**src/sv/isn_pkg.sv**
```systemverilog
// ---------------------------------------------------------------------------
// isn_pkg: shared constants and types for the integer square root core
// Widths of the root search, the radix-2 divider and the guess register.
// ---------------------------------------------------------------------------
`default_nettype none

package isn_pkg;

  localparam int INPUT_BITS   = 24;
  localparam int FRAC_BITS    = 20;
  localparam int NEWTON_STEPS = 10;
  localparam int OUT_BITS     = 32;

  // digit-by-digit integer root, two radicand bits per cycle
  localparam int ROOT_BITS     = (INPUT_BITS + 1) / 2;
  localparam int RAD_BITS      = 2 * ROOT_BITS;
  localparam int REM_BITS      = ROOT_BITS + 2;
  localparam int SQRT_CNT_BITS = $clog2(ROOT_BITS);

  // guess stays close to sqrt(value); a refinement step never leaves it at zero
  localparam int GUESS_BITS   = ROOT_BITS + FRAC_BITS + 2;
  localparam int QUO_BITS     = INPUT_BITS + FRAC_BITS + 1;
  localparam int DIV_ITERS    = INPUT_BITS + 2 * FRAC_BITS;
  localparam int DIV_CNT_BITS = $clog2(DIV_ITERS);
  localparam int SUM_BITS     = ((GUESS_BITS > QUO_BITS) ? GUESS_BITS : QUO_BITS) + 1;
  localparam int SAT_BITS     = (GUESS_BITS > OUT_BITS) ? GUESS_BITS : OUT_BITS;
  localparam int STEP_BITS    = $clog2(NEWTON_STEPS + 1);

  typedef enum logic [2:0] {
    S_IDLE,
    S_ROOT,
    S_LOAD,
    S_DIV,
    S_FIN
  } isn_state_t;

  typedef struct packed {
    logic                 done;
    logic [ROOT_BITS-1:0] root;
    logic [REM_BITS-1:0]  rem;
  } isn_sqrt_res_t;

  typedef struct packed {
    logic                done;
    logic [QUO_BITS-1:0] quo;
  } isn_div_res_t;

endpackage

`default_nettype wire

```
**src/sv/isn_sqrt.sv**
```systemverilog
// ---------------------------------------------------------------------------
// isn_sqrt: digit-serial integer square root
// Restoring root extraction, one root bit per cycle; returns floor root and
// the remainder value - root^2.
// ---------------------------------------------------------------------------
`default_nettype none

module isn_sqrt
  import isn_pkg::*;
(
  input  wire logic                  clk,
  input  wire logic                  rst,
  input  wire logic                  start,
  input  wire logic [INPUT_BITS-1:0] value,
  output isn_sqrt_res_t              res
);

  logic [RAD_BITS-1:0]      rad;
  logic [REM_BITS-1:0]      rem_q;
  logic [ROOT_BITS-1:0]     root_q;
  logic [SQRT_CNT_BITS-1:0] cnt;
  logic                     busy;
  logic                     done;

  logic [REM_BITS+1:0] rem_sh;
  logic [REM_BITS+1:0] trial;
  logic [REM_BITS+1:0] diff;
  logic                ge;

  always_comb begin
    rem_sh = {rem_q, rad[RAD_BITS-1 -: 2]};
    trial  = {2'b00, root_q, 2'b01};
    diff   = rem_sh - trial;
    ge     = (rem_sh >= trial);
  end

  always_ff @(posedge clk) begin
    if (rst) begin
      busy <= 1'b0;
      done <= 1'b0;
    end else begin
      done <= 1'b0;
      if (start) begin
        busy <= 1'b1;
      end else if (busy && cnt == '0) begin
        busy <= 1'b0;
        done <= 1'b1;
      end
    end
  end

  always_ff @(posedge clk) begin
    if (start) begin
      rad    <= RAD_BITS'(value);
      rem_q  <= '0;
      root_q <= '0;
      cnt    <= SQRT_CNT_BITS'(ROOT_BITS - 1);
    end else if (busy) begin
      rad    <= {rad[RAD_BITS-3:0], 2'b00};
      rem_q  <= ge ? diff[REM_BITS-1:0] : rem_sh[REM_BITS-1:0];
      root_q <= {root_q[ROOT_BITS-2:0], ge};
      cnt    <= cnt - 1'b1;
    end
  end

  assign res.done = done;
  assign res.root = root_q;
  assign res.rem  = rem_q;

endmodule

`default_nettype wire

```
**src/sv/isn_div.sv**
```systemverilog
// ---------------------------------------------------------------------------
// isn_div: radix-2 restoring divider
// Computes floor(value * 2^(2*FRAC_BITS) / divisor), one quotient bit per
// cycle; the dividend is fed in msb first followed by zero bits.
// ---------------------------------------------------------------------------
`default_nettype none

module isn_div
  import isn_pkg::*;
(
  input  wire logic                  clk,
  input  wire logic                  rst,
  input  wire logic                  start,
  input  wire logic [INPUT_BITS-1:0] value,
  input  wire logic [GUESS_BITS-1:0] divisor,
  output isn_div_res_t               res
);

  logic [INPUT_BITS-1:0]   num;
  logic [GUESS_BITS-1:0]   dvs;
  logic [GUESS_BITS-1:0]   rem_q;
  logic [QUO_BITS-1:0]     quo;
  logic [DIV_CNT_BITS-1:0] cnt;
  logic                    busy;
  logic                    done;

  logic [GUESS_BITS:0] r_sh;
  logic [GUESS_BITS:0] diff;
  logic                ge;

  always_comb begin
    r_sh = {rem_q, num[INPUT_BITS-1]};
    diff = r_sh - {1'b0, dvs};
    ge   = (r_sh >= {1'b0, dvs});
  end

  always_ff @(posedge clk) begin
    if (rst) begin
      busy <= 1'b0;
      done <= 1'b0;
    end else begin
      done <= 1'b0;
      if (start) begin
        busy <= 1'b1;
      end else if (busy && cnt == '0) begin
        busy <= 1'b0;
        done <= 1'b1;
      end
    end
  end

  always_ff @(posedge clk) begin
    if (start) begin
      num   <= value;
      dvs   <= divisor;
      rem_q <= '0;
      quo   <= '0;
      cnt   <= DIV_CNT_BITS'(DIV_ITERS - 1);
    end else if (busy) begin
      num   <= {num[INPUT_BITS-2:0], 1'b0};
      rem_q <= ge ? diff[GUESS_BITS-1:0] : r_sh[GUESS_BITS-1:0];
      // leading quotient bits are always zero, they fall off the top
      quo   <= {quo[QUO_BITS-2:0], ge};
      cnt   <= cnt - 1'b1;
    end
  end

  assign res.done = done;
  assign res.quo  = quo;

endmodule

`default_nettype wire

```
**src/sv/integer_sqrt_newton_core.sv**
```systemverilog
// ---------------------------------------------------------------------------
// integer_sqrt_newton_core: square root in fixed point with 20 fraction bits
// Integer root search, then Babylonian refinement on a shared divider.
// ---------------------------------------------------------------------------
// Usage:
//   Input channel in_valid/in_ready carries one request: value (24 bits).
//   Output channel out_valid/out_ready carries root_fixed (Q.20, saturated to
//   32 bits) and is_perfect_square.
//   One request is worked on at a time. in_ready is high only while the core
//   is idle; it may take a new request while the previous result still sits
//   in the output register.
//   Perfect squares (and zero) go from the root search straight to the
//   output stage. Other values run the root search and then ten divisions
//   on the radix-2 divider, each producing its quotient one bit at a time,
//   with a load state before each division and a guess update after it.
//   A new request is taken only after the previous one has left the
//   refinement loop and the core has returned to idle.
//   If the receiver stalls, the finished result waits inside the core until
//   the output register is free; nothing is dropped.
//   Reset (rst, synchronous) returns to idle and clears out_valid.
// ---------------------------------------------------------------------------
`default_nettype none

module integer_sqrt_newton_core
  import isn_pkg::*;
(
  input  wire logic                  clk,
  input  wire logic                  rst,
  input  wire logic                  in_valid,
  output      logic                  in_ready,
  input  wire logic [INPUT_BITS-1:0] value,
  output      logic                  out_valid,
  input  wire logic                  out_ready,
  output      logic [OUT_BITS-1:0]   root_fixed,
  output      logic                  is_perfect_square
);

  isn_state_t state;
  isn_state_t state_next;

  logic [INPUT_BITS-1:0] val_q;
  logic [GUESS_BITS-1:0] guess;
  logic [STEP_BITS-1:0]  step;
  logic                  perfect_q;

  isn_sqrt_res_t sq;
  isn_div_res_t  dv;

  logic sqrt_start;
  logic div_start;
  logic in_take;
  logic out_load;

  logic                  perfect;
  logic                  pick_top;
  logic [ROOT_BITS:0]    start_root;
  logic [GUESS_BITS-1:0] guess_init;
  logic [SUM_BITS-1:0]   half_sum;
  logic [GUESS_BITS-1:0] guess_new;
  logic [SAT_BITS-1:0]   guess_x;
  logic [OUT_BITS-1:0]   guess_sat;

  isn_sqrt u_sqrt (
    .clk   (clk),
    .rst   (rst),
    .start (sqrt_start),
    .value (val_q),
    .res   (sq)
  );

  isn_div u_div (
    .clk     (clk),
    .rst     (rst),
    .start   (div_start),
    .value   (val_q),
    .divisor (guess),
    .res     (dv)
  );

  always_comb begin
    perfect  = (sq.rem == '0);
    // above < below  <=>  2*root + 1 < 2*rem, a tie keeps the lower root
    pick_top = ({sq.rem, 1'b0} > {2'b00, sq.root, 1'b1});
    start_root = pick_top ? ({1'b0, sq.root} + 1'b1) : {1'b0, sq.root};
    guess_init = GUESS_BITS'(start_root) << FRAC_BITS;

    half_sum = SUM_BITS'(guess >> 1) + SUM_BITS'(dv.quo >> 1)
             + SUM_BITS'(guess[0] & dv.quo[0]);
    guess_new = GUESS_BITS'(half_sum);
    if (guess_new == '0) begin
      guess_new = GUESS_BITS'(1);
    end

    guess_x   = SAT_BITS'(guess);
    guess_sat = (guess_x > SAT_BITS'({OUT_BITS{1'b1}})) ? {OUT_BITS{1'b1}}
                                                         : guess_x[OUT_BITS-1:0];
  end

  always_ff @(posedge clk) begin
    if (rst) begin
      state <= S_IDLE;
    end else begin
      state <= state_next;
    end
  end

  always_comb begin
    state_next = state;
    in_ready   = 1'b0;
    div_start  = 1'b0;
    out_load   = 1'b0;
    unique case (state)
      S_IDLE: begin
        in_ready = 1'b1;
        if (in_valid) begin
          state_next = S_ROOT;
        end
      end
      S_ROOT: begin
        if (sq.done) begin
          state_next = perfect ? S_FIN : S_LOAD;
        end
      end
      S_LOAD: begin
        div_start  = 1'b1;
        state_next = S_DIV;
      end
      S_DIV: begin
        if (dv.done) begin
          state_next = (step == STEP_BITS'(NEWTON_STEPS - 1)) ? S_FIN : S_LOAD;
        end
      end
      S_FIN: begin
        if (!out_valid || out_ready) begin
          out_load   = 1'b1;
          state_next = S_IDLE;
        end
      end
      default: begin
        state_next = S_IDLE;
      end
    endcase
  end

  assign in_take = in_ready && in_valid;

  // root search starts the cycle after the request is latched
  always_ff @(posedge clk) begin
    if (rst) begin
      sqrt_start <= 1'b0;
    end else begin
      sqrt_start <= in_take;
    end
  end

  always_ff @(posedge clk) begin
    if (in_take) begin
      val_q <= value;
    end
    if (state == S_ROOT && sq.done) begin
      perfect_q <= perfect;
      step      <= '0;
      guess     <= perfect ? (GUESS_BITS'(sq.root) << FRAC_BITS) : guess_init;
    end
    if (state == S_DIV && dv.done) begin
      guess <= guess_new;
      step  <= step + 1'b1;
    end
  end

  always_ff @(posedge clk) begin
    if (rst) begin
      out_valid <= 1'b0;
    end else if (out_load) begin
      out_valid <= 1'b1;
    end else if (out_ready) begin
      out_valid <= 1'b0;
    end
  end

  always_ff @(posedge clk) begin
    if (out_load) begin
      root_fixed        <= guess_sat;
      is_perfect_square <= perfect_q;
    end
  end

endmodule

`default_nettype wire

```
**config.mk**
```make
export PLATFORM = sky130hd
export DESIGN_NAME = integer_sqrt_newton_core
export DESIGN_NICKNAME = d
export VERILOG_FILES = /design/src/sv/isn_pkg.sv /design/src/sv/isn_sqrt.sv /design/src/sv/isn_div.sv /design/src/sv/integer_sqrt_newton_core.sv
export SDC_FILE = /design/constraint.sdc
export NUM_CORES = 1
export LEC_CHECK = 0
export ABC_AREA = 0
export BUFFER_PORTS_ARGS = -buffer_cell sky130_fd_sc_hd__buf_2
export CAP_MARGIN = 20
export CORE_UTILIZATION = 30
export CTS_BUF_LIST = sky130_fd_sc_hd__clkbuf_16
export DETAILED_ROUTE_END_ITERATION = 10
export MAX_ROUTING_LAYER = met4
export PLACE_DENSITY = 0.47
export SYNTH_ARGS = -nofsm -noshare
export SYNTH_HDL_FRONTEND = slang
export SYNTH_HIERARCHICAL = 1
export SYNTH_SLANG_ARGS = --single-unit
```
**constraint.sdc**
```tcl
create_clock -name clk -period 3.9 [get_ports clk]
set_input_delay 0.195 -clock clk [delete_from_list [all_inputs] [get_ports clk]]
set_output_delay 0.195 -clock clk [all_outputs]
set_load 0.01 [all_outputs]
```
After elaboration in Yosys (flattened, before gate mapping)
Index checks and enable logic that the tools add are counted.
{ "word_totals": {"inputBits": 28, "output_inout_bits": 35, "ff_bits": 292} }
{ "classes": {"n_eq_ne": 9, "n_mux": 32, "bitwise": 1, "n_lt_le_gt_ge": 4, "n_addsub": 8, "n_reduce_logical": 21} }
{ "ops": {"columns": ["op", "count"], "rows": [
  ["2-to-1 mux 34 bit", 4],
  ["2-to-1 mux 24 bit", 4],
  ["greater-or-equal comparator 35 x 34 -> 1 bit", 1],
  ["adder 33 x 34 -> 34 bit", 1],
  ["adder 34 x 1 -> 34 bit", 1],
  ["greater-than comparator 34 x 32 -> 1 bit (second input constant)", 1],
  ["logical NOT 34 bit", 1],
  ["subtractor 34 bit", 1],
  ["2-to-1 mux 33 bit", 1],
  ["2-to-1 mux 3 bit", 6],
  ["greater-or-equal comparator 16 x 14 -> 1 bit", 1],
  ["greater-than comparator 15 x 13 -> 1 bit", 1],
  ["one-hot mux 3 bit (5 select lines)", 1],
  ["logical NOT 14 bit", 1],
  ["2-to-1 mux 14 bit", 1],
  ["subtractor 14 bit", 1],
  ["adder 12 x 1 -> 13 bit (second input constant)", 1],
  ["2-to-1 mux 13 bit", 1],
  ["2-to-1 mux 1 bit", 12],
  ["nonzero test 2 bit", 6],
  ["2-to-1 mux 4 bit", 2],
  ["== test 3 x 2 -> 1 bit (second input constant)", 2],
  ["logical NOT 6 bit", 1],
  ["subtractor 6 x 1 -> 6 bit (second input constant)", 1],
  ["15 further kinds", 22]
]} }

Logic depth before layout (Yosys ltp)
Gate-level depths: netlist (run 1).
{ "depth": {"word_depth": 5, "ltp_mapped": 14, "ltp_nobuf": 13} }

Hierarchy
Netlist (run 1), hierarchy kept.
{ "modules_own_cells": {"columns": ["module", "seq_area_each_um2", "area_per_inst_um2", "n_inst", "cells_per_inst"], "rows": [
  ["isn_div", 3483.3, 7312.0, 1, 727],
  ["integer_sqrt_newton_core", 2982.9, 6668.9, 1, 664],
  ["isn_sqrt", 1361.3, 3113.0, 1, 306]
]} }

Worst setup path after synthesis (run 1)
No wires, ideal clock.
{ "synth_path": {"kind": "register to register", "start": "register guess[0]", "end": "register guess[3], data pin", "t_required_ps": 3630, "t_arrival_ps": 3230, "n_path_buf": 1, "slack_ps": 400, "path_stages_with_launch": 13, "path_cell_list": "edfxtp_1 and2_1 fa_1 a211oi_2 o31ai_4 a21oi_4 a211oi_1 o31a_1 or3_1 a2111o_1 nor4_2 buf_2 nor3_1"} }
{ "synth_via": {"elab_chain_cells": 5} }
{ "synth_lines": {"columns": ["element", "line", "source"], "rows": [
  ["start: declaration", "integer_sqrt_newton_core.sv:42", "logic [GUESS_BITS-1:0] guess;"],
  ["start signal: assignment", "integer_sqrt_newton_core.sv:163", "guess <= perfect ? (GUESS_BITS'(sq.root) << FRAC_BITS) : guess_init;"],
  ["start signal: assignment", "integer_sqrt_newton_core.sv:166", "guess <= guess_new;"],
  ["bitwise AND 1 bit *", "integer_sqrt_newton_core.sv:88", "+ SUM_BITS'(guess[0] & dv.quo[0]);"],
  ["adder 34 x 1 -> 34 bit *", "integer_sqrt_newton_core.sv:88", null],
  ["logical NOT 34 bit", "integer_sqrt_newton_core.sv:90", "if (guess_new == '0) begin"],
  ["2-to-1 mux 34 bit *", "integer_sqrt_newton_core.sv:90", null],
  ["2-to-1 mux 34 bit *", "integer_sqrt_newton_core.sv:165", "if (state == S_DIV && dv.done) begin"]
]} }
Every way passes the cells marked *; elsewhere a longest branch is shown, timed or not.
A chain may end at the register's enable or synchronous reset.

Worst setup path after layout (run 1)
{ "layout_path": {"start": "register guess[9]", "end": "register guess[11], data pin"} }
{ "layout_via": {"elab_chain_cells": 5} }
{ "layout_lines": {"columns": ["element", "line", "source"], "rows": [
  ["adder 33 x 34 -> 34 bit *", "integer_sqrt_newton_core.sv:87", "half_sum = SUM_BITS'(guess >> 1) + SUM_BITS'(dv.quo >> 1)"],
  ["adder 34 x 1 -> 34 bit *", "integer_sqrt_newton_core.sv:88", null],
  ["logical NOT 34 bit", "integer_sqrt_newton_core.sv:90", null],
  ["2-to-1 mux 34 bit *", "integer_sqrt_newton_core.sv:90", null],
  ["2-to-1 mux 34 bit *", "integer_sqrt_newton_core.sv:165", null]
]} }
Marks and branches as above.

==> Implementation_results.wiki, run 1 <==
{| class="wikitable"
! Metric !! Value
|-
| Clock Sink Count || 292
|-
| Type of element launching the critical path || register
|-
| Clock tree from TritonCTS || yes
|-
| Wire per inst || 17.9 um
|-
| Final-report max-slew violation count || 0
|-
| Switching fraction of total power || 34.4%
|-
| Final weighted congestion in routability-driven placement || 0.873
|-
| Pin count of the biggest net entering global routing || 130
|-
| Synth Warn # || 6
|-
| Die height || 238 um
|-
| Combinational share of power || 31.5%
|-
| Via-to-Cell Ratio || 5.06
|-
| Critical path data required time || 4.18 ns
|-
| Maximum fanout along the worst path || 20
|-
| Level count of the clock H-tree || 2
|-
| GR Util All Layers || 16.2%
|-
| Max_slew headroom || 35.0%
|-
| Upper clock frequency limit || 270 MHz
|-
| Type of element capturing the critical path || register
|-
| Worst path setup slack after routing || 0.192 ns
|-
| Final Power || 10.2 mW
|-
| Pwr per Cell Area || 528 nW/um^2
|-
| Cell Int Power || 6.70 mW
|-
| Cell count after placement || 2418
|-
| # rows || 86
|-
| Die extent in x || 238 um
|-
| Routed length on met3 || 1350 um
|-
| Slew at the pin with the worst max-slew slack || 0.974 ns
|-
| Root Driver || sky130_fd_sc_hd__clkbuf_16
|-
| Initial antenna violation count || 0
|-
| Effective utilization at floorplan || 30.4%
|-
| Maximum vdd ir drop || 260 uV
|-
| Synthesized netlist net count || 1795
|-
| Layout cells sized above 1 || 13.5%
|-
| Sum of overflow across all layers after global routing || 0
|-
| Share of total power in the clock network || 31.3%
|-
| Number of buffers added by the clock tree synthesis step || 37
|-
| Category of the most critical setup path || register to register
|-
| Antenna diode count || 0
|-
| Worst endpoint data arrival time || 3.99 ns
|-
| Hold/Removal Path Class || primary input to register
|-
| Pre-CTS worst setup slack || -0.0525 ns
|-
| Standby leakage power || 7.29 nW
|-
| Synthesis-to-layout area growth || 15.7%
|-
| Net switching power of the design || 3.52 mW
|-
| Clock-pin transition on the worst setup and hold timing paths || 0.06 ns
|-
| Nets@finish || 1866
|-
| Wire length on met2 || 21300 um
|-
| Post-route antenna net violation count || 0
|-
| Layout fillers || 5607
|-
| Final Setup Violations || 0
|-
| DRC errors left || 0
|-
| Final worst path period share || 95.1%
|-
| Reported max-cap violation count || 0
|-
| Gate count of the mapped netlist || 1667
|-
| Initial detailed-routing violation count || 757
|-
| Run status || finished, final reports clean
|-
| Placed wire-length estimate after detailed placement || 32200 um
|-
| Detailed-route wire length on metal 1 || 21200 um
|-
| Netlist area before placement || 16800 um^2
|-
| Clock tree buffer depth || 3
|-
| Number of optimization iterations in the first detailed-route pass || 5
|-
| Minimum period implied by the final worst setup slack || 3.71 ns
|-
| Total number of vias || 12700
|-
| Final Skew || 0.0190 ns
|-
| Portion of total power attributed to sequential cells || 37.2%
|-
| Worst Hold Margin || 0.0280 ns
|-
| Drt total wl || 44900 um
|-
| Vias in the first global route || 12600
|-
| Synthesized area divided by synthesized cell count || 10.1 um^2
|-
| Number of hold violations in the final report || 0
|-
| Highest routed layer || met4
|-
| FF-to-FF setup slack || 0.19 ns
|-
| Count of buffers from port buffering || 62
|-
| I/O pin total || 63
|-
| Final instance count without filler cells || 2514
|-
| Insertion delay of the later-clocked pin in the worst-skew pair || 0.56 ns
|-
| Total Die Area || 56800 um^2
|-
| Wire length of the first global-routing pass || 71000 um
|-
| CORE AREA || 55100 um^2
|}
-- registers in the layout (all words and copies together), names as in the netlist --
register,cells
u_sqrt/done,1
u_sqrt/rad,24
perfect_q,1
u_div/done,1
u_div/quo,35
root_fixed,32
u_sqrt/rem_q,14
step,4
u_div/cnt,6
state,3
u_sqrt/busy,1
sqrt_start,1
u_div/dvs,34
u_sqrt/root_q,12
is_perfect_square,1
u_div/num,24
val_q,24
u_div/busy,1
out_valid,1
guess,34
u_div/rem_q,34
u_sqrt/cnt,4
-- metal layers --
| layer | global-route usage [%] | vias to the layer above |
|---|---|---|
| met5 | - | - |
| met4 | 4.90 | 0 |
| met3 | 2.38 | 65 |
| met2 | 26.3 | 216 |
| met1 | 20.9 | 6166 |
| li1 | - | 6278 |
-- layout make-up --
| type | count | area [um^2] | share of cell area (%) |
|---|---|---|---|
| multi-input combinational | 1192 | 8450 | 43.6 |
| timing repair buffer | 125 | 906 | 4.67 |
| tap | 748 | 936 | 4.83 |
| inverter | 90 | 338 | 1.74 |
| sequential | 292 | 7630 | 39.4 |
| clock buffer | 37 | 926 | 4.78 |
| clock inverter | 30 | 188 | 0.968 |
-- final timing paths --
path	start	end	depth (start not counted)
hold / removal	out_ready	out_valid	4
setup reg to reg	guess[9]	guess[11]	13
setup / recovery	guess[9]	guess[11]	13
hold reg to reg	perfect_q	is_perfect_square	0
-- critical path: stages, from the launching register on --
cell and delay (ns):
sky130_fd_sc_hd__edfxtp_1 0.41, sky130_fd_sc_hd__ha_1 0.44, sky130_fd_sc_hd__nand4_1 0.21, sky130_fd_sc_hd__o221ai_2 0.27, sky130_fd_sc_hd__a21oi_4 0.08, sky130_fd_sc_hd__buf_4 0.18
sky130_fd_sc_hd__o41ai_4 0.48, sky130_fd_sc_hd__buf_4 0.20, sky130_fd_sc_hd__mux2_2 0.32, sky130_fd_sc_hd__nor3_1 0.13, sky130_fd_sc_hd__o311ai_1 0.19, sky130_fd_sc_hd__nor4_4 0.23
sky130_fd_sc_hd__buf_12 0.21, sky130_fd_sc_hd__nor3_1 0.07
-- layout by cell type (no fill, tap or decap), drive strengths merged, types with 15 or more instances in the layout --
cell type      n
a311oi        16
buf           99
nand2         85
dfxtp        114
a21o          23
clkbuf        37
mux2i         69
or3           43
nor4          15
nand2b        21
xor2          31
edfxtp       178
dlygate4sd3   26
o21ai         67
ha            97
xnor2         44
inv          105
nand3         34
mux2          50
o21a          17
nand4         31
nor3          35
a211oi        43
a21oi        119
nor2         181
-- metrics by stage --
| stage | utilization (%) | cell area (um^2) | TNS, ns |
|---|---|---|---|
| after global placement | 32.5 | 17900 | -0.650 |
| final | 35.2 | 19400 | 0 |
| after global routing | 35.2 | 19400 | -0.00565 |
| after floorplan | - | 16800 | 0 |
| after detailed placement | 32.5 | 17900 | -0.863 |
| after CTS | 35.1 | 19300 | 0 |
-- power groups by stage --
stage,clock [mW],combinational [mW],sequential [mW]
finish,3.20,3.22,3.81
global route,3.43,3.61,3.85
CTS,3.31,3.21,3.81
detailed placement,0,3.17,3.87
global placement,0,3.15,3.87
floorplan,0,2.55,3.77
-- what timing repair did --
action,4_1_cts,5_1_grt
gates resized for setup,3,14
buffers inserted,0,3
endpoints found under the hold margin,33,0
gates cloned,0,0
pin swaps,0,2
setup endpoints to repair,19,20
hold buffers,26,0
Power figures use the tool's default switching activity.
==> run 2, diff against run 1 <==
--- a/config.mk
+++ b/config.mk
@@ -8,11 +8,11 @@
 export ABC_AREA = 0
 export BUFFER_PORTS_ARGS = -buffer_cell sky130_fd_sc_hd__buf_2
 export CAP_MARGIN = 20
-export CORE_UTILIZATION = 30
+export CORE_UTILIZATION = 50
 export CTS_BUF_LIST = sky130_fd_sc_hd__clkbuf_16
 export DETAILED_ROUTE_END_ITERATION = 10
 export MAX_ROUTING_LAYER = met4
-export PLACE_DENSITY = 0.47
+export PLACE_DENSITY = 0.69
 export SYNTH_ARGS = -nofsm -noshare
 export SYNTH_HDL_FRONTEND = slang
 export SYNTH_HIERARCHICAL = 1
==> run 2 against run 1 <==
Routed wire length is 11% lower. Non-clock buffer count down 10. Flip-flop and latch count unchanged. Highest routed layer unchanged. Clock power fell by 9.7%. Via count is 0.72% higher. Largest power group unchanged. Total power shrank 3.5%. Combinational power decreased by 1%. Hold slack worse by 0.0099 ns.
==> Implementation_results.wiki, run 2 (synthesis results as in run 1) <==
{| class="wikitable"
! Metric !! Value
|-
| Wire per inst || 18.2 um (was 17.9 um)
|-
| Type of element launching the critical path || register (unchanged)
|-
| DRC errors left || 0 (unchanged)
|-
| Effective utilization at floorplan || 51.1% (was 30.4%)
|-
| Layout fillers || 2900 (was 5607)
|-
| # rows || 66 (was 86)
|-
| Register ranked first by flip-flop count || u_div/quo (unchanged)
|-
| Number of flip-flops in the largest register || 35 (unchanged)
|-
| Standby leakage power || 7.17 nW (was 7.29 nW)
|-
| Sum of overflow across all layers after global routing || 0 (unchanged)
|-
| Critical path data required time || 4.18 ns (about the same)
|-
| Total setup buffers inserted after CTS || 0 (unchanged)
|-
| Final Setup Violations || 0 (unchanged)
|-
| Standard cell area after detailed placement || 17400 um^2 (was 17900 um^2)
|-
| Placed wire-length estimate after detailed placement || 28200 um (was 32200 um)
|-
| Hold/Removal Path Class || primary input to register (unchanged)
|-
| Clock-pin transition on the worst setup and hold timing paths || 0.07 ns (was 0.06 ns)
|-
| Final Skew || 0.0271 ns (was 0.0190 ns)
|-
| Count of buffers from port buffering || 62 (unchanged)
|-
| Wire length of the first global-routing pass || 64300 um (was 71000 um)
|-
| Slew at the pin with the worst max-slew slack || 1.04 ns (was 0.974 ns)
|-
| Clock tree from TritonCTS || yes (unchanged)
|-
| Worst endpoint data arrival time || 4.03 ns (was 3.99 ns)
|-
| Insertion delay of the later-clocked pin in the worst-skew pair || 0.58 ns (was 0.56 ns)
|-
| Post-route antenna net violation count || 0 (unchanged)
|-
| Reported max-cap violation count || 0 (unchanged)
|-
| Layout cells sized above 1 || 12.3% (was 13.5%)
|-
| Antenna diode count || 0 (unchanged)
|-
| Final-report max-slew violation count || 0 (unchanged)
|-
| CORE AREA || 32800 um^2 (was 55100 um^2)
|-
| Number of hold violations in the final report || 0 (unchanged)
|-
| Category of the most critical setup path || register to register (unchanged)
|-
| Final weighted congestion in routability-driven placement || 0.919 (was 0.873)
|-
| Initial antenna violation count || 0 (unchanged)
|-
| Total number of vias || 12800 (was 12700)
|-
| Worst path setup slack after routing || 0.151 ns (was 0.192 ns)
|-
| Die extent in x || 185 um (was 238 um)
|-
| Nets@finish || 1850 (was 1866)
|-
| Level count of the clock H-tree || 1 (was 2)
|-
| Number of buffers added by the clock tree synthesis step || 31 (was 37)
|-
| Initial detailed-routing violation count || 948 (was 757)
|-
| Setup repair after global routing missed its margin || no
|-
| Maximum fanout along the worst path || 20 (unchanged)
|-
| I/O pin total || 63 (unchanged)
|-
| Upper clock frequency limit || 267 MHz (was 270 MHz)
|-
| Max_slew headroom || 30.7% (was 35.0%)
|-
| Most frequent cells in the layout || 178 x sky130_fd_sc_hd__nor2_1, 178 x sky130_fd_sc_hd__edfxtp_1, 114 x sky130_fd_sc_hd__a21oi_1 (was 178 x sky130_fd_sc_hd__nor2_1, 178 x sky130_fd_sc_hd__edfxtp_1, 112 x sky130_fd_sc_hd__a21oi_1, 112 x sky130_fd_sc_hd__dfxtp_1, 102 x sky130_fd_sc_hd__inv_1)
|-
| Final TNS setup || 0 ns (unchanged)
|-
| Type of element capturing the critical path || register (unchanged)
|-
| Clock tree buffer depth || 3 (unchanged)
|-
| Root Driver || sky130_fd_sc_hd__clkbuf_16 (unchanged)
|-
| Number of optimization iterations in the first detailed-route pass || 5 (unchanged)
|-
| Maximum vdd ir drop || 371 uV (was 260 uV)
|-
| Run status || finished, final reports clean (unchanged)
|-
| Final worst path period share || 96.1% (was 95.1%)
|-
| Drt total wl || 39800 um (was 44900 um)
|-
| Vias in the first global route || 12300 (was 12600)
|-
| Via-to-Cell Ratio || 5.85 (was 5.06)
|-
| Minimum period implied by the final worst setup slack || 3.75 ns (was 3.71 ns)
|-
| Worst Hold Margin || 0.0181 ns (was 0.0280 ns)
|-
| Total Die Area || 34200 um^2 (was 56800 um^2)
|-
| Pre-CTS worst setup slack || 0.155 ns (was -0.0525 ns)
|-
| Synthesis-to-layout area growth || 11.9% (was 15.7%)
|-
| Clock Sink Count || 292 (unchanged)
|-
| Cell area after layout || 18700 um^2 (was 19400 um^2)
|-
| Pin count of the biggest net entering global routing || 130 (unchanged)
|-
| GR Util All Layers || 24.2% (was 16.2%)
|-
| Final Power || 9.87 mW (was 10.2 mW)
|-
| Pwr per Cell Area || 527 nW/um^2 (was 528 nW/um^2)
|-
| Die height || 185 um (was 238 um)
|}
## run 2: cell count changes in the layout (fill, tap and decap cells not counted), moves of 3 or more
cell	before	now
sky130_fd_sc_hd__inv_1	102	98
sky130_fd_sc_hd__clkinvlp_4	5	2
sky130_fd_sc_hd__buf_4	33	24
sky130_fd_sc_hd__clkbuf_16	37	31
## run 2: final cells by class
type                    instances  area (um^2)  area share [%]
inverters                      90          338            1.80
flip-flops and latches        292         7630            40.7
repair buffers                115          806            4.30
clock buffers                  31          776            4.14
multi-input cells            1192         8420            44.9
clock inverters                27          223            1.19
well taps                     442          553            2.95
## run 2: timing repair
item,in CTS,in global routing
resized for setup,0,7
hold buffers,26,0
hold endpoints to repair,33,0
endpoints found under the setup margin,0,20
## run 2: final timing paths
kind / start / endpoint / cells past startpoint / slack (ns)
worst max-delay path: guess[11] / guess[6] / 11 / 0.15
worst min-delay path: out_ready / out_valid / 4 / 0.02
worst max register to register: guess[11] / guess[6] / 11 / 0.15
worst min register to register: perfect_q / is_perfect_square / 0 / 0.42
## run 2: stage by stage
stage | utilization (%) | std cells
after floorplan | - | 1667
after global placement | 53.2 | 2104
after detailed placement | 53.2 | 2104
after CTS | 57.1 | 2188
after global routing | 57.2 | 2189
final | 57.2 | 2189
## run 2: worst max-delay path: stages, from the launching register on
cell	delay, ns
sky130_fd_sc_hd__edfxtp_1	0.43
sky130_fd_sc_hd__ha_1	0.48
sky130_fd_sc_hd__nand4_1	0.20
sky130_fd_sc_hd__o221ai_1	0.32
sky130_fd_sc_hd__a21oi_4	0.07
sky130_fd_sc_hd__a211oi_1	0.54
sky130_fd_sc_hd__and4_1	0.27
sky130_fd_sc_hd__a311oi_1	0.07
sky130_fd_sc_hd__a2111o_1	0.46
sky130_fd_sc_hd__nor4_4	0.33
sky130_fd_sc_hd__buf_12	0.20
sky130_fd_sc_hd__nor3_1	0.06
## run 2: routing by layer
metal	part of all wire [%]	wire (um)	GRT usage (%)	up-vias
li1	-	-	-	6266
met1	46	18200	32.2	6127
met2	46	18500	38.5	346
met3	5.3	2100	2.95	77
met4	2.7	1060	7.60	0
met5	0	0	-	-
## run 2: where the power goes
| part | switching (mW) | leakage, nW | internal, mW |
|---|---|---|---|
| Sequential | 0.266 | 2.51 | 3.54 |
| Combinational | 1.82 | 4.15 | 1.36 |
| Clock | 1.25 | 0.513 | 1.65 |
==> run 3, diff against run 2 <==
--- a/config.mk
+++ b/config.mk
@@ -7,12 +7,13 @@
 export LEC_CHECK = 0
 export ABC_AREA = 0
 export BUFFER_PORTS_ARGS = -buffer_cell sky130_fd_sc_hd__buf_2
-export CAP_MARGIN = 20
+export CAP_MARGIN = 15
 export CORE_UTILIZATION = 50
 export CTS_BUF_LIST = sky130_fd_sc_hd__clkbuf_16
 export DETAILED_ROUTE_END_ITERATION = 10
 export MAX_ROUTING_LAYER = met4
 export PLACE_DENSITY = 0.69
+export RECOVER_POWER = 100
 export SYNTH_ARGS = -nofsm -noshare
 export SYNTH_HDL_FRONTEND = slang
 export SYNTH_HIERARCHICAL = 1
==> run 3 against run 2 <==
The run now ends with max-capacitance violations, max-slew violations left. Sequential power about the same. Combinational power down 2%. Largest cell class unchanged. Setup slack better by 0.015 ns. First-iteration DRC count down 9.7%. Sequential share of layout area up 0.34 points. Via count up 0.28%. Hold slack worse by 0.017 ns. Register-to-register slack about the same. Utilization down 0.48 points.
==> Implementation_results.wiki, run 3 (synthesis results as in run 1) <==
{| class="wikitable"
! Metric !! Value
|-
| Run status || finished with violations (was finished, final reports clean)
|-
| Violations in the final reports || max-capacitance violations, max-slew violations
|-
| Die extent in x || 185 um (unchanged)
|-
| Layout fillers || 2924 (was 2900)
|-
| Switching fraction of total power || 33.7% (about the same)
|-
| Pwr per Cell Area || 528 nW/um^2 (was 527 nW/um^2)
|-
| Slew at the pin with the worst max-slew slack || 2.67 ns (was 1.04 ns)
|-
| Minimum period implied by the final worst setup slack || 3.73 ns (was 3.75 ns)
|-
| Vias in the first global route || 12300 (unchanged)
|-
| Maximum vdd ir drop || 372 uV (was 371 uV)
|-
| Standby leakage power || 7.03 nW (was 7.17 nW)
|-
| Die height || 185 um (unchanged)
|-
| Setup repair after global routing missed its margin || no (unchanged)
|-
| Clock-pin transition on the worst setup and hold timing paths || 0.07 ns (about the same)
|-
| Worst endpoint data arrival time || 4.02 ns (was 4.03 ns)
|-
| Number of hold violations in the final report || 0 (unchanged)
|-
| Upper clock frequency limit || 268 MHz (was 267 MHz)
|-
| Nets@finish || 1850 (unchanged)
|-
| Number of optimization iterations in the first detailed-route pass || 7 (was 5)
|-
| Critical path data required time || 4.19 ns (was 4.18 ns)
|-
| Type of element launching the critical path || register (unchanged)
|-
| Wire length of the first global-routing pass || 64300 um (unchanged)
|-
| Antenna diode count || 0 (unchanged)
|-
| CORE AREA || 32800 um^2 (unchanged)
|-
| Final TNS setup || 0 ns (unchanged)
|-
| Cell count after placement || 2104 (unchanged)
|-
| Layout cells sized above 1 || 9.10% (was 12.3%)
|-
| # rows || 66 (unchanged)
|-
| Total number of vias || 12900 (was 12800)
|-
| Cell Int Power || 6.51 mW (was 6.54 mW)
|-
| Final-report max-slew violation count || 328 (was 0)
|-
| Level count of the clock H-tree || 1 (unchanged)
|-
| Post-route antenna net violation count || 0 (unchanged)
|-
| Initial antenna violation count || 0 (unchanged)
|-
| Initial detailed-routing violation count || 856 (was 948)
|-
| Number of flip-flops in the largest register || 35 (unchanged)
|-
| Register ranked first by flip-flop count || u_div/quo (unchanged)
|-
| Wire per inst || 18.3 um (was 18.2 um)
|-
| Sum of overflow across all layers after global routing || 0 (unchanged)
|-
| Portion of total power attributed to sequential cells || 38.7% (was 38.5%)
|-
| Most frequent cells in the layout || 178 x sky130_fd_sc_hd__nor2_1, 178 x sky130_fd_sc_hd__edfxtp_1, 117 x sky130_fd_sc_hd__a21oi_1 (was 178 x sky130_fd_sc_hd__nor2_1, 178 x sky130_fd_sc_hd__edfxtp_1, 114 x sky130_fd_sc_hd__a21oi_1)
|-
| Root Driver || sky130_fd_sc_hd__clkbuf_16 (unchanged)
|-
| Insertion delay of the later-clocked pin in the worst-skew pair || 0.58 ns (about the same)
|-
| Synthesis-to-layout area growth || 10.9% (was 11.9%)
|-
| Final instance count without filler cells || 2189 (unchanged)
|-
| Type of element capturing the critical path || register (unchanged)
|-
| Final Setup Violations || 0 (unchanged)
|-
| Clock tree from TritonCTS || yes (unchanged)
|-
| Final Skew || 0.0241 ns (was 0.0271 ns)
|-
| Final weighted congestion in routability-driven placement || 0.919 (unchanged)
|-
| DRC errors left || 0 (unchanged)
|-
| Placed wire-length estimate after detailed placement || 28200 um (unchanged)
|-
| Maximum fanout along the worst path || 20 (unchanged)
|-
| Number of buffers added by the clock tree synthesis step || 31 (unchanged)
|-
| Hold/Removal Path Class || primary input to register (unchanged)
|-
| I/O pin total || 63 (unchanged)
|-
| FF-to-FF path depth || 11 (unchanged)
|-
| Effective utilization at floorplan || 51.1% (unchanged)
|-
| Net switching power of the design || 3.30 mW (was 3.33 mW)
|-
| RR Endpoint || guess[6] (unchanged)
|-
| Count of buffers from port buffering || 62 (unchanged)
|-
| Worst setup path endpoint || guess[6] (unchanged)
|-
| Pin count of the biggest net entering global routing || 130 (unchanged)
|-
| Clock Sink Count || 292 (unchanged)
|-
| Drt total wl || 40100 um (was 39800 um)
|-
| Clock tree buffer depth || 3 (unchanged)
|-
| Via-to-Cell Ratio || 5.87 (was 5.85)
|-
| GR Util All Layers || 24.2% (unchanged)
|-
| Combinational share of power || 31.8% (was 32.2%)
|-
| Final worst path period share || 95.8% (was 96.1%)
|-
| Critical register-to-register path startpoint || guess[11] (unchanged)
|-
| Total Die Area || 34200 um^2 (unchanged)
|-
| Category of the most critical setup path || register to register (unchanged)
|-
| Reported max-cap violation count || 6 (was 0)
|-
| Critical path startpoint || guess[11] (unchanged)
|-
| Max_slew headroom || -77.8% (was 30.7%)
|-
| FF-to-FF setup slack || 0.17 ns (was 0.15 ns)
|-
| Share of total power in the clock network || 29.5% (was 29.3%)
|}
-- run 3: cell types whose count changed in the layout (fill, tap and decap cells not counted), moves of 3 or more --
cell                       change
sky130_fd_sc_hd__buf_2        -35
sky130_fd_sc_hd__mux2_2        -6
sky130_fd_sc_hd__buf_4        -10
sky130_fd_sc_hd__o21ai_0       +4
sky130_fd_sc_hd__mux2_1        +6
sky130_fd_sc_hd__o21ai_1       -4
sky130_fd_sc_hd__a21oi_1       +3
sky130_fd_sc_hd__clkbuf_2      +3
sky130_fd_sc_hd__clkbuf_1     +43
-- run 3: worst min-delay path by stage --
stage                             to  depth (start not counted)       from  slack (ns)
final                      out_valid                          4  out_ready       0.001
after global placement     val_q[14]                          1  value[14]        0.37
after floorplan           sqrt_start                          1        rst        0.27
after detailed placement   val_q[16]                          1  value[16]        0.37
after CTS                  out_valid                          4  out_ready       0.007
after global routing       out_valid                          4  out_ready        0.01
-- run 3: through the flow --
stage / utilization, % / worst slack [ns] / power [mW] / hold slack (ns) / cell area, um^2
detailed placement: 53.2 / 0.155 / 6.97 / 0.373 / 17400
finish: 56.7 / 0.165 / 9.81 / 0.00105 / 18600
global placement: 53.2 / 0.164 / 6.90 / 0.371 / 17400
global route: 56.7 / 0.00123 / 10.4 / 0.0111 / 18600
CTS: 57.1 / 0.115 / 9.89 / 0.00669 / 18700
floorplan: - / 0.400 / 6.32 / 0.267 / 16800
-- run 3: worst max-delay path, cell delays in order (launching register included) --
cell and delay [ns]:
sky130_fd_sc_hd__edfxtp_1 0.44, sky130_fd_sc_hd__ha_1 0.48, sky130_fd_sc_hd__nand4_1 0.20, sky130_fd_sc_hd__o221ai_1 0.32, sky130_fd_sc_hd__a21oi_4 0.07, sky130_fd_sc_hd__a211oi_1 0.51, sky130_fd_sc_hd__and4_1 0.27, sky130_fd_sc_hd__a311oi_1 0.07
sky130_fd_sc_hd__a2111o_1 0.46, sky130_fd_sc_hd__nor4_4 0.33, sky130_fd_sc_hd__buf_12 0.21, sky130_fd_sc_hd__nor3_1 0.06
-- run 3: power by group through the flow --
stage | Clock, mW | Sequential [mW] | Combinational (mW)
global route | 3.07 | 3.84 | 3.48
detailed placement | 0 | 3.86 | 3.11
finish | 2.89 | 3.80 | 3.12
floorplan | 0 | 3.77 | 2.55
global placement | 0 | 3.85 | 3.04
CTS | 2.95 | 3.80 | 3.15
-- run 3: area by class of cell --
type | instances | area [um^2] | area share, %
multi-input cells | 1192 | 8360 | 45.0
flip-flops and latches | 292 | 7630 | 41.1
clock buffers | 31 | 776 | 4.17
repair buffers | 115 | 704 | 3.79
well taps | 442 | 553 | 2.98
inverters | 90 | 338 | 1.82
clock inverters | 27 | 223 | 1.20
-- run 3: routing by layer --
layer	up-vias	wire length, um	GRT usage (%)
met2	347	18500	38.5
met3	81	2060	2.95
met4	0	1100	7.60
met5	-	0	-
li1	6262	-	-
met1	6162	18400	32.2
-- run 3: repair_timing --
item,CTS,global route
setup buffers,0,0
resized for setup,0,7
setup endpoints to repair,0,20
hold buffers,26,0
endpoints found under the hold margin,33,0
